<file path="config.mk">
export PLATFORM = sky130hd
export DESIGN_NAME = lsc_queue
export DESIGN_NICKNAME = d
export VERILOG_FILES = /design/src/design/lsc_pkg.sv /design/src/design/lsc_queue.sv
export SDC_FILE = /design/constraint.sdc
export NUM_CORES = 1
export LEC_CHECK = 0
export BUFFER_PORTS_ARGS = -buffer_cell sky130_fd_sc_hd__buf_2
export CORE_MARGIN = 4
export CORE_UTILIZATION = 54
export CTS_BUF_LIST = sky130_fd_sc_hd__clkbuf_8
export CTS_CLUSTER_SIZE = 40
export DETAILED_ROUTE_END_ITERATION = 8
export PLACE_DENSITY = 0.87
export SYNTH_ARGS = -nofsm -noshare
export SYNTH_HDL_FRONTEND = slang
export SYNTH_SLANG_ARGS = --single-unit
export TNS_END_PERCENT = 100
</file>
<file path="constraint.sdc">
create_clock -name clk_i -period 14.2 [get_ports clk_i]
set_clock_uncertainty 0.1 [all_clocks]
set_input_delay 2.13 -clock clk_i [delete_from_list [all_inputs] [get_ports clk_i]]
set_output_delay 2.13 -clock clk_i [all_outputs]
set_load 0.05 [all_outputs]
</file>
<file path="src/design/lsc_pkg.sv">
// Shared types, codes and constants of the launch sequencer.
package lsc_pkg;

  localparam int unsigned THRUSTER_COUNT_DEF = 3;

  localparam int unsigned TIME_W  = 32;
  localparam int unsigned GAP_W   = 20;
  localparam int unsigned PCT_W   = 7;
  localparam int unsigned CODE_W  = 14;
  localparam int unsigned REQ_W   = 3;
  localparam int unsigned MODE_W  = 3;
  localparam int unsigned MASK_W  = 3;
  localparam int unsigned CIDX_W  = 3;

  localparam logic [TIME_W-1:0] ADVANCE_STEP_US = 32'd1000000;

  // request codes on the input channel
  localparam logic [REQ_W-1:0] REQ_TICK    = 3'd0;
  localparam logic [REQ_W-1:0] REQ_ESCAPE  = 3'd1;
  localparam logic [REQ_W-1:0] REQ_SELECT  = 3'd2;
  localparam logic [REQ_W-1:0] REQ_SUBMIT  = 3'd3;
  localparam logic [REQ_W-1:0] REQ_ADVANCE = 3'd4;
  localparam logic [REQ_W-1:0] REQ_RSVD5   = 3'd5;
  localparam logic [REQ_W-1:0] REQ_RSVD6   = 3'd6;
  localparam logic [REQ_W-1:0] REQ_RSVD7   = 3'd7;

  // mode codes
  localparam logic [MODE_W-1:0] MODE_HIDDEN = 3'd0;
  localparam logic [MODE_W-1:0] MODE_ENTER  = 3'd1;
  localparam logic [MODE_W-1:0] MODE_WRONG  = 3'd2;
  localparam logic [MODE_W-1:0] MODE_COUNT  = 3'd3;
  localparam logic [MODE_W-1:0] MODE_LAUNCH = 3'd4;
  localparam logic [MODE_W-1:0] MODE_DONE   = 3'd5;

  // configuration register indexes
  localparam logic [CIDX_W-1:0] CFG_COUNTDOWN = 3'd0;
  localparam logic [CIDX_W-1:0] CFG_LAUNCH    = 3'd1;
  localparam logic [CIDX_W-1:0] CFG_WRONG     = 3'd2;
  localparam logic [CIDX_W-1:0] CFG_LEAD      = 3'd3;
  localparam logic [CIDX_W-1:0] CFG_START     = 3'd4;
  localparam logic [CIDX_W-1:0] CFG_FLOOR     = 3'd5;
  localparam logic [CIDX_W-1:0] CFG_ON        = 3'd6;
  localparam logic [CIDX_W-1:0] CFG_SPEEDUP   = 3'd7;

  // configuration reset values
  localparam logic [TIME_W-1:0] COUNTDOWN_RST = 32'd20500000;
  localparam logic [TIME_W-1:0] LAUNCH_RST    = 32'd10000000;
  localparam logic [TIME_W-1:0] WRONG_RST     = 32'd3000000;
  localparam logic [TIME_W-1:0] LEAD_RST      = 32'd6500000;
  localparam logic [GAP_W-1:0]  START_RST     = 20'd750000;
  localparam logic [GAP_W-1:0]  FLOOR_RST     = 20'd100000;
  localparam logic [GAP_W-1:0]  ON_RST        = 20'd150000;
  localparam logic [PCT_W-1:0]  SPEEDUP_RST   = 7'd12;
  localparam logic [PCT_W-1:0]  PCT_MAX       = 7'd100;

  // gap * pct / 100 by reciprocal: exact for every product below 2^27
  localparam int unsigned PROD_W       = GAP_W + PCT_W;
  localparam int unsigned RECIP_SHIFT  = 34;
  localparam int unsigned RECIP_W      = 28;
  localparam logic [RECIP_W-1:0] RECIP_MUL = 28'd171798692;
  localparam int unsigned RPROD_W      = PROD_W + RECIP_W;

  // cycles from a gap change until the next gap is ready
  localparam int unsigned GAP_LAT = 3;
  localparam int unsigned BUSY_W  = 2;

  localparam int unsigned QUEUE_DEPTH = 2;

  typedef enum logic [2:0] {
    OP_TICK,
    OP_ESCAPE,
    OP_SELECT,
    OP_SUBMIT,
    OP_ADVANCE,
    OP_NONE
  } op_e;

  // one classified word in the queue, with the deadlines it may need
  typedef struct packed {
    op_e               op;
    logic [TIME_W-1:0] now_us;
    logic [CODE_W-1:0] code;
    logic              frac;
    logic [TIME_W-1:0] dl_on;
    logic [TIME_W-1:0] dl_wrong;
    logic [TIME_W-1:0] dl_count;
    logic [TIME_W-1:0] dl_first;
    logic [TIME_W-1:0] dl_launch;
  } item_t;

  // configuration the back end reads directly
  typedef struct packed {
    logic [GAP_W-1:0] start;
    logic [GAP_W-1:0] floor;
    logic [PCT_W-1:0] pct;
    logic             wr;
  } cfg_t;

  function automatic logic is_past(input logic [TIME_W-1:0] t, input logic [TIME_W-1:0] d);
    logic [TIME_W-1:0] diff;
    diff = t - d;
    return (diff != '0) && !diff[TIME_W-1];
  endfunction

endpackage

</file>
<file path="src/design/lsc_queue.sv">
// Short queue of classified words between front and back end.
module lsc_queue import lsc_pkg::*; (
  input  logic  clk_i,
  input  logic  rst_ni,
  input  logic  push_i,
  input  item_t item_i,
  output logic  full_o,
  input  logic  pop_i,
  output logic  valid_o,
  output item_t item_o
);

  localparam int unsigned PTR_W = (QUEUE_DEPTH > 1) ? $clog2(QUEUE_DEPTH) : 1;
  localparam int unsigned CNT_W = $clog2(QUEUE_DEPTH + 1);

  item_t            slot_q [QUEUE_DEPTH];
  logic [PTR_W-1:0] wr_q, rd_q;
  logic [CNT_W-1:0] cnt_q;

  function automatic logic [PTR_W-1:0] ptr_inc(input logic [PTR_W-1:0] p);
    return (32'(p) == QUEUE_DEPTH - 1) ? '0 : p + 1'b1;
  endfunction

  always_ff @(posedge clk_i) begin
    if (push_i) begin
      slot_q[wr_q] <= item_i;
    end
  end

  always_ff @(posedge clk_i or negedge rst_ni) begin
    if (!rst_ni) begin
      wr_q  <= '0;
      rd_q  <= '0;
      cnt_q <= '0;
    end else begin
      if (push_i) begin
        wr_q <= ptr_inc(wr_q);
      end
      if (pop_i) begin
        rd_q <= ptr_inc(rd_q);
      end
      cnt_q <= cnt_q + CNT_W'(push_i) - CNT_W'(pop_i);
    end
  end

  assign full_o  = (cnt_q == CNT_W'(QUEUE_DEPTH));
  assign valid_o = (cnt_q != '0);
  assign item_o  = slot_q[rd_q];

endmodule

</file>
==> flow_summary.ini <==
[status]
run_status = completed

[finish]
multi_input_gate_area_sq_um = 2466
fillers = 1781
seq_area_sq_um = 12720
area_growth_syn_to_layout_pct = 23.44
final-instance-count-excl-fill = 1575
post_route_cells_drive_above_1_share = 0.6075
final_net_count = 1363

[setup_path]
timing.critical_path.fanout_max = 81
worstSetupEndpointType = primary output
path_class = reg -> out
timing.critical_path.from = rd_q
worst_setup_path_start_kind = register
r2r_start = wr_q
timing.rr.end = slot_q[1][70]
critPathRequiredTime_ns = 11.97
capture_point_of_the_critical_path = item_o[192]
critPathArrivalTime_ns = 3.23
rr_worst_depth = 2
regToRegSetupSlack_ns = 11.47

[power_and_ir_drop]
leakage_uw = 0.007281
net_switching_power_figure_uw = 1885
seq_power_share = 0.393
pwr-share-clk = 0.203
power.density_cell_area_nw_per_um2 = 235.9
intPower_uw = 2606
vdd.ir_drop.worst_v = 0.0002030
power_switching_share = 0.4197
comb_power_share = 0.404

[synthesis]
yosys_most_used_dff = edfxtp_1
yosysWarnings = 0
fraction_of_registers_with_async_set_reset = 0.009434
ys_seq_elements = 424
syn-num-nets = 884
yosys_top_cell_area_share = 0.8178
yosysUniqueCellTypes = 12
synth.cell_area_sq_um = 15420
synth_largest_area_cell = edfxtp_1
synth_enable_flop_cells = 420
synth.area.top_cells = edfxtp_1 82%, mux2_2 15%, buf_6 1.5%
most_frequent_cells_after_synthesis = 420 x edfxtp_1, 210 x mux2_2, 21 x buf_6
postSynthAreaPerCell_sq_um = 23.09
synthesis.instances = 668
synth-seq-area-share = 0.8243
yosys.cell_count.top_type = edfxtp_1

[sta]
report.final.hold_viol_count = 0
relSlewSlack = 0.2909
slew_worst_pin_ns = 1.064
setup_repair_after_global_routing_missed_its_margin = false
final_setup_violating_endpoints = 0
post-route-min-period_ns = 5.460
drv_slew = 0
timing.fmax_mhz = 183.2
timing.final.crit_share = 0.3845
totalNegativeSetupSlack_ns = 0

[routing]
detailedRoute.firstPassIterationCount = 4
vias = 8125
detail_route.iter0.violations = 559
totalWireLength_um = 33370
routedWlPerCell_um = 21.18
antenna_violating_nets_post_route = 0
avgViaCountPerCell = 5.159
drt_drc_violations_left = 0

[placed_design]
io_buffer_count = 425
place_congestion = 0.7545
post-place-cells = 1455
place_hpwl_um = 22500

[die]
top_level_ports = 426
floorplan.die_area_sq_um = 31330
initial_utilization = 0.5506
core_region_area_sq_um = 28010
fp.dieW_um = 177.0
std_cell_rows = 61
die-height_um = 177.0

[clock_tree]
quantity_of_hold_fixing_buffers_added_after_cts = 0
numCtsBuffers = 68
cts_tree = done
postCtsSetupRepairBufs = 0
clkTransAtPathRegs_ns = 0.06
postCtsResizedCells = 0
ctsLongestPathBuffers = 3
worst_skew_late_latency_ns = 0.55
cts.root.buffer_cell = clkbuf_8
total_clock_sinks = 424
cts.htree.levels = 3

[worst_hold_path]
classification_of_the_worst_slack_hold_path = reg -> reg

[global_route]
grt_pass1_wl_um = 48880
vias_in_the_first_global_route = 8739
track_usage = 0.2063
global_route.overflow_total = 0
grt_max_degree = 82
antenna_violations_before_repair = 5

[run]
drv.max_cap_violation_count = 0
-- logic make-up after synthesis --
| family | synth area share |
|---|---|
| adder cells (fa/ha/maj) | 0.001622 |
| AND/OR/NAND/NOR | 0.001623 |
| flip-flops | 0.8243 |
| buffers and inverters | 0.01647 |
| multiplexers | 0.1533 |
| XOR/XNOR | 0.002677 |
-- critical path: stages (launching register included) --
cell	delay [ns]
dfrtp_4	1.13
buf_4	0.82
mux2_2	0.42
buf_2	0.22
-- registers in the layout, summed over array words and instances (netlist names) --
signal	cells
cnt_q	2
rd_q	1
slot_q	420
wr_q	1
-- per-stage QoR --
step / hold WS, ns / power (uW) / util / cell area, sq um / setup slack, ns
2_1_floorplan: 0.3531 / 3308 / - / 15420 / 2.110
3_3_place_gp: 0.4271 / 3576 / 0.6370 / 17840 / 9.282
3_5_place_dp: 0.4472 / 3608 / 0.6370 / 17840 / 9.300
4_1_cts: 0.4585 / 4535 / 0.6795 / 19030 / 8.673
5_1_grt: 0.4997 / 4678 / 0.6795 / 19030 / 8.552
6_report: 0.4562 / 4490 / 0.6796 / 19040 / 8.740
-- power groups by stage --
stage               clock network (uW)  registers [uW]  logic [uW]
global placement                     0            1770        1810
global route                      1010            1780        1890
detailed placement                   0            1790        1820
floorplan                            0            1800        1510
finish                             912            1760        1810
CTS                                939            1770        1830
-- worst min-delay path by stage --
| stage | startpoint | end | slack, ns | depth (start not counted) |
|---|---|---|---|---|
| after global routing | wr_q | wr_q | 0.50 | 1 |
| final | wr_q | wr_q | 0.46 | 1 |
| after floorplan | wr_q | wr_q | 0.35 | 1 |
| after detailed placement | wr_q | wr_q | 0.45 | 1 |
| after global placement | wr_q | wr_q | 0.43 | 1 |
| after CTS | wr_q | wr_q | 0.46 | 1 |
-- cells in the final DEF, fill, tap and decap left out, drive strengths merged --
cell,n
clkinvlp,1
or2,1
inv,30
edfxtp,420
clkinv,19
buf,432
nor2b,2
ha,2
and2,1
xor2,2
dfrtp,4
clkbuf,70
xor3,1
mux2,210
diode,2
-- layout make-up --
type | instances | share of cell area
antenna | 2 | 0.0002629
inverter | 2 | 0.0003943
clock inverter | 48 | 0.01190
tap | 378 | 0.02484
timing repair buffer | 432 | 0.1145
sequential | 424 | 0.6680
clock buffer | 70 | 0.05061
multi-input combinational | 219 | 0.1295
-- per-layer routing --
| metal | share of wire | vias up | track usage |
|---|---|---|---|
| met5 | 0.0012 | - | 0 |
| met4 | 0.027 | 4 | 0.07544 |
| met3 | 0.12 | 70 | 0.08972 |
| met2 | 0.52 | 416 | 0.3602 |
| met1 | 0.34 | 3981 | 0.2239 |
| li1 | - | 3654 | - |
Power figures use the tool's default switching activity.
