### src/design/lsc_pkg.sv
// Shared types, codes and constants of the launch sequencer.
package lsc_pkg;

  localparam int unsigned THRUSTER_COUNT_DEF = 3;

  localparam int unsigned TIME_W  = 32;
  localparam int unsigned GAP_W   = 20;
  localparam int unsigned PCT_W   = 7;
  localparam int unsigned CODE_W  = 14;
  localparam int unsigned REQ_W   = 3;
  localparam int unsigned MODE_W  = 3;
  localparam int unsigned MASK_W  = 3;
  localparam int unsigned CIDX_W  = 3;

  localparam logic [TIME_W-1:0] ADVANCE_STEP_US = 32'd1000000;

  // request codes on the input channel
  localparam logic [REQ_W-1:0] REQ_TICK    = 3'd0;
  localparam logic [REQ_W-1:0] REQ_ESCAPE  = 3'd1;
  localparam logic [REQ_W-1:0] REQ_SELECT  = 3'd2;
  localparam logic [REQ_W-1:0] REQ_SUBMIT  = 3'd3;
  localparam logic [REQ_W-1:0] REQ_ADVANCE = 3'd4;
  localparam logic [REQ_W-1:0] REQ_RSVD5   = 3'd5;
  localparam logic [REQ_W-1:0] REQ_RSVD6   = 3'd6;
  localparam logic [REQ_W-1:0] REQ_RSVD7   = 3'd7;

  // mode codes
  localparam logic [MODE_W-1:0] MODE_HIDDEN = 3'd0;
  localparam logic [MODE_W-1:0] MODE_ENTER  = 3'd1;
  localparam logic [MODE_W-1:0] MODE_WRONG  = 3'd2;
  localparam logic [MODE_W-1:0] MODE_COUNT  = 3'd3;
  localparam logic [MODE_W-1:0] MODE_LAUNCH = 3'd4;
  localparam logic [MODE_W-1:0] MODE_DONE   = 3'd5;

  // configuration register indexes
  localparam logic [CIDX_W-1:0] CFG_COUNTDOWN = 3'd0;
  localparam logic [CIDX_W-1:0] CFG_LAUNCH    = 3'd1;
  localparam logic [CIDX_W-1:0] CFG_WRONG     = 3'd2;
  localparam logic [CIDX_W-1:0] CFG_LEAD      = 3'd3;
  localparam logic [CIDX_W-1:0] CFG_START     = 3'd4;
  localparam logic [CIDX_W-1:0] CFG_FLOOR     = 3'd5;
  localparam logic [CIDX_W-1:0] CFG_ON        = 3'd6;
  localparam logic [CIDX_W-1:0] CFG_SPEEDUP   = 3'd7;

  // configuration reset values
  localparam logic [TIME_W-1:0] COUNTDOWN_RST = 32'd20500000;
  localparam logic [TIME_W-1:0] LAUNCH_RST    = 32'd10000000;
  localparam logic [TIME_W-1:0] WRONG_RST     = 32'd3000000;
  localparam logic [TIME_W-1:0] LEAD_RST      = 32'd6500000;
  localparam logic [GAP_W-1:0]  START_RST     = 20'd750000;
  localparam logic [GAP_W-1:0]  FLOOR_RST     = 20'd100000;
  localparam logic [GAP_W-1:0]  ON_RST        = 20'd150000;
  localparam logic [PCT_W-1:0]  SPEEDUP_RST   = 7'd12;
  localparam logic [PCT_W-1:0]  PCT_MAX       = 7'd100;

  // gap * pct / 100 by reciprocal: exact for every product below 2^27
  localparam int unsigned PROD_W       = GAP_W + PCT_W;
  localparam int unsigned RECIP_SHIFT  = 34;
  localparam int unsigned RECIP_W      = 28;
  localparam logic [RECIP_W-1:0] RECIP_MUL = 28'd171798692;
  localparam int unsigned RPROD_W      = PROD_W + RECIP_W;

  // cycles from a gap change until the next gap is ready
  localparam int unsigned GAP_LAT = 3;
  localparam int unsigned BUSY_W  = 2;

  localparam int unsigned QUEUE_DEPTH = 2;

  typedef enum logic [2:0] {
    OP_TICK,
    OP_ESCAPE,
    OP_SELECT,
    OP_SUBMIT,
    OP_ADVANCE,
    OP_NONE
  } op_e;

  // one classified word in the queue, with the deadlines it may need
  typedef struct packed {
    op_e               op;
    logic [TIME_W-1:0] now_us;
    logic [CODE_W-1:0] code;
    logic              frac;
    logic [TIME_W-1:0] dl_on;
    logic [TIME_W-1:0] dl_wrong;
    logic [TIME_W-1:0] dl_count;
    logic [TIME_W-1:0] dl_first;
    logic [TIME_W-1:0] dl_launch;
  } item_t;

  // configuration the back end reads directly
  typedef struct packed {
    logic [GAP_W-1:0] start;
    logic [GAP_W-1:0] floor;
    logic [PCT_W-1:0] pct;
    logic             wr;
  } cfg_t;

  function automatic logic is_past(input logic [TIME_W-1:0] t, input logic [TIME_W-1:0] d);
    logic [TIME_W-1:0] diff;
    diff = t - d;
    return (diff != '0) && !diff[TIME_W-1];
  endfunction

endpackage

### src/design/lsc_if.sv
// Channel interfaces: request, result and configuration write.
interface lsc_req_if import lsc_pkg::*; ();
  logic              valid;
  logic              ready;
  logic [REQ_W-1:0]  req_type;
  logic [TIME_W-1:0] now_us;
  logic [CODE_W-1:0] entry_code;
  logic              has_fraction;

  modport source(output valid, req_type, now_us, entry_code, has_fraction, input ready);
  modport sink(input valid, req_type, now_us, entry_code, has_fraction, output ready);
endinterface


interface lsc_cfg_if import lsc_pkg::*; ();
  logic              valid;
  logic              ready;
  logic [CIDX_W-1:0] index;
  logic [TIME_W-1:0] data;

  modport source(output valid, index, data, input ready);
  modport sink(input valid, index, data, output ready);
endinterface

### src/design/lsc_front.sv
// Front end: configuration registers, request decode and deadline precompute.
module lsc_front import lsc_pkg::*; (
  input  logic   clk_i,
  input  logic   rst_ni,
  lsc_req_if.sink req_i,
  lsc_cfg_if.sink cfg_i,
  input  logic   q_full_i,
  output logic   q_push_o,
  output item_t  item_o,
  output cfg_t   cfg_o
);

  logic [TIME_W-1:0] countdown_q, launch_q, wrong_q, lead_q;
  logic [GAP_W-1:0]  start_q, floor_q, on_q;
  logic [PCT_W-1:0]  pct_q;
  logic              cfg_wr;
  op_e               op;

  assign cfg_i.ready = 1'b1;
  assign cfg_wr      = cfg_i.valid && cfg_i.ready;

  always_ff @(posedge clk_i or negedge rst_ni) begin
    if (!rst_ni) begin
      countdown_q <= COUNTDOWN_RST;
      launch_q    <= LAUNCH_RST;
      wrong_q     <= WRONG_RST;
      lead_q      <= LEAD_RST;
      start_q     <= START_RST;
      floor_q     <= FLOOR_RST;
      on_q        <= ON_RST;
      pct_q       <= SPEEDUP_RST;
    end else if (cfg_wr) begin
      unique case (cfg_i.index)
        CFG_COUNTDOWN: countdown_q <= cfg_i.data;
        CFG_LAUNCH:    launch_q    <= cfg_i.data;
        CFG_WRONG:     wrong_q     <= cfg_i.data;
        CFG_LEAD:      lead_q      <= cfg_i.data;
        CFG_START:     start_q     <= cfg_i.data[GAP_W-1:0];
        CFG_FLOOR:     floor_q     <= cfg_i.data[GAP_W-1:0];
        CFG_ON:        on_q        <= cfg_i.data[GAP_W-1:0];
        CFG_SPEEDUP:   pct_q       <= cfg_i.data[PCT_W-1:0];
        default: ;
      endcase
    end
  end

  always_comb begin
    unique case (req_i.req_type)
      REQ_TICK:    op = OP_TICK;
      REQ_ESCAPE:  op = OP_ESCAPE;
      REQ_SELECT:  op = OP_SELECT;
      REQ_SUBMIT:  op = OP_SUBMIT;
      REQ_ADVANCE: op = OP_ADVANCE;
      REQ_RSVD5, REQ_RSVD6, REQ_RSVD7: op = OP_NONE;
      default:     op = OP_NONE;
    endcase
  end

  assign req_i.ready = !q_full_i;
  assign q_push_o    = req_i.valid && req_i.ready;

  always_comb begin
    item_o.op        = op;
    item_o.now_us    = req_i.now_us;
    item_o.code      = req_i.entry_code;
    item_o.frac      = req_i.has_fraction;
    item_o.dl_on     = req_i.now_us + TIME_W'(on_q);
    item_o.dl_wrong  = req_i.now_us + wrong_q;
    item_o.dl_count  = req_i.now_us + countdown_q;
    item_o.dl_first  = req_i.now_us + countdown_q - lead_q;
    item_o.dl_launch = req_i.now_us + launch_q;
  end

  assign cfg_o.start = start_q;
  assign cfg_o.floor = floor_q;
  assign cfg_o.pct   = pct_q;
  assign cfg_o.wr    = cfg_wr;

endmodule

### src/flat_wrapper.sv
// flat-port wrapper written by rule: the top's interface ports become plain ports
module lsc_front_flat import lsc_pkg::*;
  (clk_i, rst_ni, q_full_i, q_push_o, item_o, cfg_o, req_i_valid, req_i_req_type, req_i_now_us, req_i_entry_code, req_i_has_fraction, req_i_ready, cfg_i_valid, cfg_i_index, cfg_i_data, cfg_i_ready);
  lsc_req_if req_i_i ();
  lsc_cfg_if cfg_i_i ();
  input  logic clk_i;
  input  logic rst_ni;
  input  logic q_full_i;
  output logic q_push_o;
  output item_t item_o;
  output cfg_t cfg_o;
  input wire logic [$bits(req_i_i.valid)-1:0] req_i_valid;
  input wire logic [$bits(req_i_i.req_type)-1:0] req_i_req_type;
  input wire logic [$bits(req_i_i.now_us)-1:0] req_i_now_us;
  input wire logic [$bits(req_i_i.entry_code)-1:0] req_i_entry_code;
  input wire logic [$bits(req_i_i.has_fraction)-1:0] req_i_has_fraction;
  output wire logic [$bits(req_i_i.ready)-1:0] req_i_ready;
  input wire logic [$bits(cfg_i_i.valid)-1:0] cfg_i_valid;
  input wire logic [$bits(cfg_i_i.index)-1:0] cfg_i_index;
  input wire logic [$bits(cfg_i_i.data)-1:0] cfg_i_data;
  output wire logic [$bits(cfg_i_i.ready)-1:0] cfg_i_ready;
  assign req_i_i.valid = req_i_valid;
  assign req_i_i.req_type = req_i_req_type;
  assign req_i_i.now_us = req_i_now_us;
  assign req_i_i.entry_code = req_i_entry_code;
  assign req_i_i.has_fraction = req_i_has_fraction;
  assign req_i_ready = req_i_i.ready;
  assign cfg_i_i.valid = cfg_i_valid;
  assign cfg_i_i.index = cfg_i_index;
  assign cfg_i_i.data = cfg_i_data;
  assign cfg_i_ready = cfg_i_i.ready;
  lsc_front u_core (.clk_i(clk_i), .rst_ni(rst_ni), .req_i(req_i_i), .cfg_i(cfg_i_i), .q_full_i(q_full_i), .q_push_o(q_push_o), .item_o(item_o), .cfg_o(cfg_o));
endmodule
### config.mk
export PLATFORM = sky130hd
export DESIGN_NAME = lsc_front_flat
export DESIGN_NICKNAME = d
export VERILOG_FILES = /design/src/design/lsc_pkg.sv /design/src/design/lsc_if.sv /design/src/design/lsc_front.sv /design/src/flat_wrapper.sv
export SDC_FILE = /design/constraint.sdc
export NUM_CORES = 1
export LEC_CHECK = 0
export BUFFER_PORTS_ARGS = -buffer_cell sky130_fd_sc_hd__buf_4
export CAP_MARGIN = 40
export CORE_MARGIN = 2
export CORE_UTILIZATION = 40
export CTS_CLUSTER_DIAMETER = 40
export DETAILED_ROUTE_END_ITERATION = 8
export PLACE_DENSITY = 0.6
export SYNTH_ARGS = -nofsm -noshare
export SYNTH_HDL_FRONTEND = slang
export SYNTH_SLANG_ARGS = --single-unit
### constraint.sdc
create_clock -name clk_i -period 14.8 [get_ports clk_i]
set_input_delay 1.48 -clock clk_i [delete_from_list [all_inputs] [get_ports clk_i]]
set_output_delay 1.48 -clock clk_i [all_outputs]
set_load 0.01 [all_outputs]
==> insert_results.sql <==
INSERT INTO impl_metrics (metric_group, metric, value, unit) VALUES
('worst_setup_path', 'criticalPathCategory', 'in -> out', ''),
('clock_network', 'clock_tree.htree_level_count', '4', ''),
('power_and_ir_drop', 'seq_power_share', '21.7', '%'),
('placement', 'port_buffers', '319', ''),
('worst_setup_path', 'timing.critical_path.arrival', '6.35', 'ns'),
('synth', 'synth_area_per_cell', '10.0', 'µm²'),
('final_layout', 'layout-drive-gt1-share', '36.4', '%'),
('power_and_ir_drop', 'switching_share', '42.9', '%'),
('global_routing', 'global_route.usage.total', '23.6', '%'),
('worst_setup_path', 'crit_path_top_delay_cell', 'sky130_fd_sc_hd__or4_1', ''),
('synth', 'post_synth_instance_area', '14800', 'µm²'),
('final_layout', 'final-instance-count-excl-fill', '2224', ''),
('power_and_ir_drop', 'irDropWorstVdd', '103', 'µV'),
('outcome', 'status', 'finished, final reports clean', ''),
('power_and_ir_drop', 'p_switching', '1470', 'µW'),
('placement', 'dp.final_hpwl', '35.8', 'mm'),
('synth', 'synth-edff-count', '0', ''),
('final_layout', 'antenna_cells_inserted', '0', ''),
('synth', 'ys_top_cells_by_area', 'sky130_fd_sc_hd__dfrtp_1, sky130_fd_sc_hd__mux2_2, sky130_fd_sc_hd__ha_1', ''),
('worst_setup_path', 'crit_path_max_fanout', '5', ''),
('worst_setup_path', 'crit_family', 'compound AO/OA/AOI/OAI gates', ''),
('sta', 'rsz_0062_raised_after_global_routing', 'false', ''),
('synth', 'synth_top_area_share', '22.2', '%'),
('power_and_ir_drop', 'clock_power_share', '13.6', '%'),
('clock_network', 'later_pin_clock_latency_in_the_skew_report', '0.45', 'ns'),
('global_routing', 'antenna_found_initial', '0', ''),
('worst_setup_path', 'cpMostUsedCell', 'sky130_fd_sc_hd__a21o_1', ''),
('detailed_routing', 'vias', '12147', ''),
('global_routing', 'grt_first_pass_wirelength', '69.8', 'mm'),
('sta', 'period_minus_slack', '7.83', 'ns'),
('worst_setup_path', 'cp_cell_sequence', 'buf_4 > ha_1 > fa_1 > a21o_1 > a21oi_1 > o21ai_0 > nand3_1 > nand2_1 > o21ai_0 > nand2b_1 > a21o_1 > a21oi_1 > xnor2_1 > ha_1 > a21o_1 > a21o_1 > a21oi_1 > a311oi_1 > o31a_1 > o22ai_2 > mux2i_1 > or4_1 > buf_4', ''),
('worst_setup_path', 'endpoint_kind', 'output pin', ''),
('floorplan', 'die_w', '196', 'µm'),
('power_and_ir_drop', 'power.leakage', '0.00854', 'µW'),
('worst_hold_path', 'hold_class', 'reg -> reg', ''),
('final_layout', 'fillers', '3448', ''),
('global_routing', 'total_global_routing_overflow', '0', ''),
('power_and_ir_drop', 'pwr_density_cell', '190', 'nW/µm²'),
('worst_setup_path', 'start_kind', 'input port', ''),
('clock_network', 'maximum_buffer_depth_of_the_clock_tree', '2', ''),
('floorplan', 'fp-row-count', '70', ''),
('detailed_routing', 'detailedRoute.firstPassIterationCount', '5', ''),
('placement', 'place.gp.congestion', '0.879', ''),
('clock_network', 'post-cts-setup-buffer-count', '0', ''),
('floorplan', 'initial_utilization', '40.5', '%'),
('detailed_routing', 'drt_iter0_drc', '474', ''),
('power_and_ir_drop', 'power.internal', '1950', 'µW'),
('clock_network', 'path_clk_slew', '0.07', 'ns'),
('sta', 'max_slew_margin', '39.2', '%'),
('sta', 'skew', '0', 'ns'),
('sta', 'setup_slack', '6.97', 'ns'),
('sta', 'final_max_slew_viol_count', '0', ''),
('clock_network', 'cts_buffers', '17', ''),
('sta', 'hold_ws', '0.507', 'ns'),
('global_routing', 'grt_start_max_net_pins', '66', ''),
('synth', 'synth_fp_nets', '1711', ''),
('detailed_routing', 'drt_wl_total', '45.5', 'mm'),
('final_layout', 'total_non_filler_cell_area_in_the_finished_layout', '18000', 'µm²'),
('sta', 'finalSetupTns', '0', 'ns'),
('clock_network', 'cts_resized', '0', ''),
('clock_network', 'postCtsHoldBufs', '0', ''),
('synth', 'yosysWarnings', '0', ''),
('synth', 'async_reset_ff_share', '100', '%'),
('synth', 'netlist.top_cell.by_area', 'sky130_fd_sc_hd__dfrtp_1', ''),
('synth', 'synthMostInstantiatedCell', 'sky130_fd_sc_hd__mux2_2', ''),
('detailed_routing', 'post_drt_via_cell_ratio', '5.46', ''),
('synth', 'yosys-top-cells-count', 'sky130_fd_sc_hd__mux2_2, sky130_fd_sc_hd__ha_1, sky130_fd_sc_hd__dfrtp_1, sky130_fd_sc_hd__a21oi_1, sky130_fd_sc_hd__xnor2_1', ''),
('floorplan', 'floorplan.die_area', '38500', 'µm²'),
('placement', 'placedCellCount', '2192', ''),
('placement', 'post_dp_cell_area', '17400', 'µm²'),
('power_and_ir_drop', 'power.share.combinational', '64.8', '%');
cell families after synthesis:
kind of cell,share of synthesized area [%]
AO/OA/AOI/OAI,15.9
XOR/XNOR,8.18
adder cells (fa/ha/maj),12.9
buffers and inverters,5.13
flip-flops,33.6
multiplexers,14.9
other,0.0254
AND/OR/NAND/NOR,9.46
path summary, 6_finish.rpt:
path / start / to / slack (ns) / depth (start not counted)
worst max-delay path: req_i_now_us[0] / item_o[60] / 6.97 / 23
worst min-delay path: u_core.floor_q[6] / u_core.floor_q[6] / 0.51 / 1
worst max register to register: u_core.countdown_q[1] / u_core.countdown_q[1] / 14.00 / 1
worst min register to register: u_core.floor_q[6] / u_core.floor_q[6] / 0.51 / 1
max in group asynchronous: rst_ni / u_core.start_q[16] / 11.96 / 4
min in group asynchronous: rst_ni / u_core.floor_q[1] / 0.99 / 1
cells in the final DEF, fill, tap and decap left out, drive strengths merged, types with 4 or more instances in the layout:
master  Yosys  final
buf        50    330
mux2      193    193
ha        144    144
dfrtp     131    131
a21oi     112    112
xnor2      88     88
nor2       76     76
inv        73     76
a21o       68     68
nand2      65     65
dfstp      64     64
o21ai      57     57
xor2       50     50
nand3      27     27
nand2b     19     19
clkbuf     29     19
o21a       18     18
a211oi     17     17
nor2b      17     17
nor3       17     17
a31oi      15     15
o21bai     15     15
and3       14     14
nand4      11     11
clkinv      0      8
and4        6      6
or3         5      5
nand4b      5      5
fa          5      5
a31o        5      5
nor3b       5      5
o211ai      4      4
o31ai       4      4
o31a        4      4
nand3b      4      4
a21boi      4      4
sequential cells by signal (all words and copies together) (netlist names):
signal	cells
u_core.start_q	20
u_core.wrong_q	32
u_core.pct_q	7
u_core.launch_q	32
u_core.lead_q	32
u_core.on_q	20
u_core.floor_q	20
u_core.countdown_q	32
cell type report:
class                           instances  area [µm²]  share of cell area (%)
Sequential cell                       195        4960                    27.6
Multi-Input combinational cell       1125        9080                    50.5
Clock buffer                           18         439                    2.44
Timing Repair Buffer                  331        2510                    14.0
Clock inverter                         14         131                   0.730
Tap cell                              468         586                    3.26
Inverter                               73         274                    1.52
metrics by stage:
| step | utilization (%) | total power, µW |
|---|---|---|
| 2_1_floorplan | - | 2030 |
| 3_3_place_gp | 47.6 | 2950 |
| 3_5_place_dp | 47.7 | 2970 |
| 4_1_cts | 49.2 | 3450 |
| 5_1_grt | 49.2 | 3660 |
| 6_report | 49.2 | 3420 |
per-layer routing:
metal	vias up	share of wire [%]	GRT usage, %
met5	-	0	0
met4	0	2.0	6.68
li1	5828	-	-
met1	5974	45	30.9
met3	45	4.6	3.40
met2	300	48	40.8
power groups by stage:
stage	Sequential (µW)	Combinational, µW	Clock [µW]
after floorplan	748	1290	0
after global placement	746	2200	0
after detailed placement	751	2220	0
after CTS	742	2230	478
after global routing	756	2410	499
final	742	2220	464
Note: power is estimated with default switching activity, not from simulation.
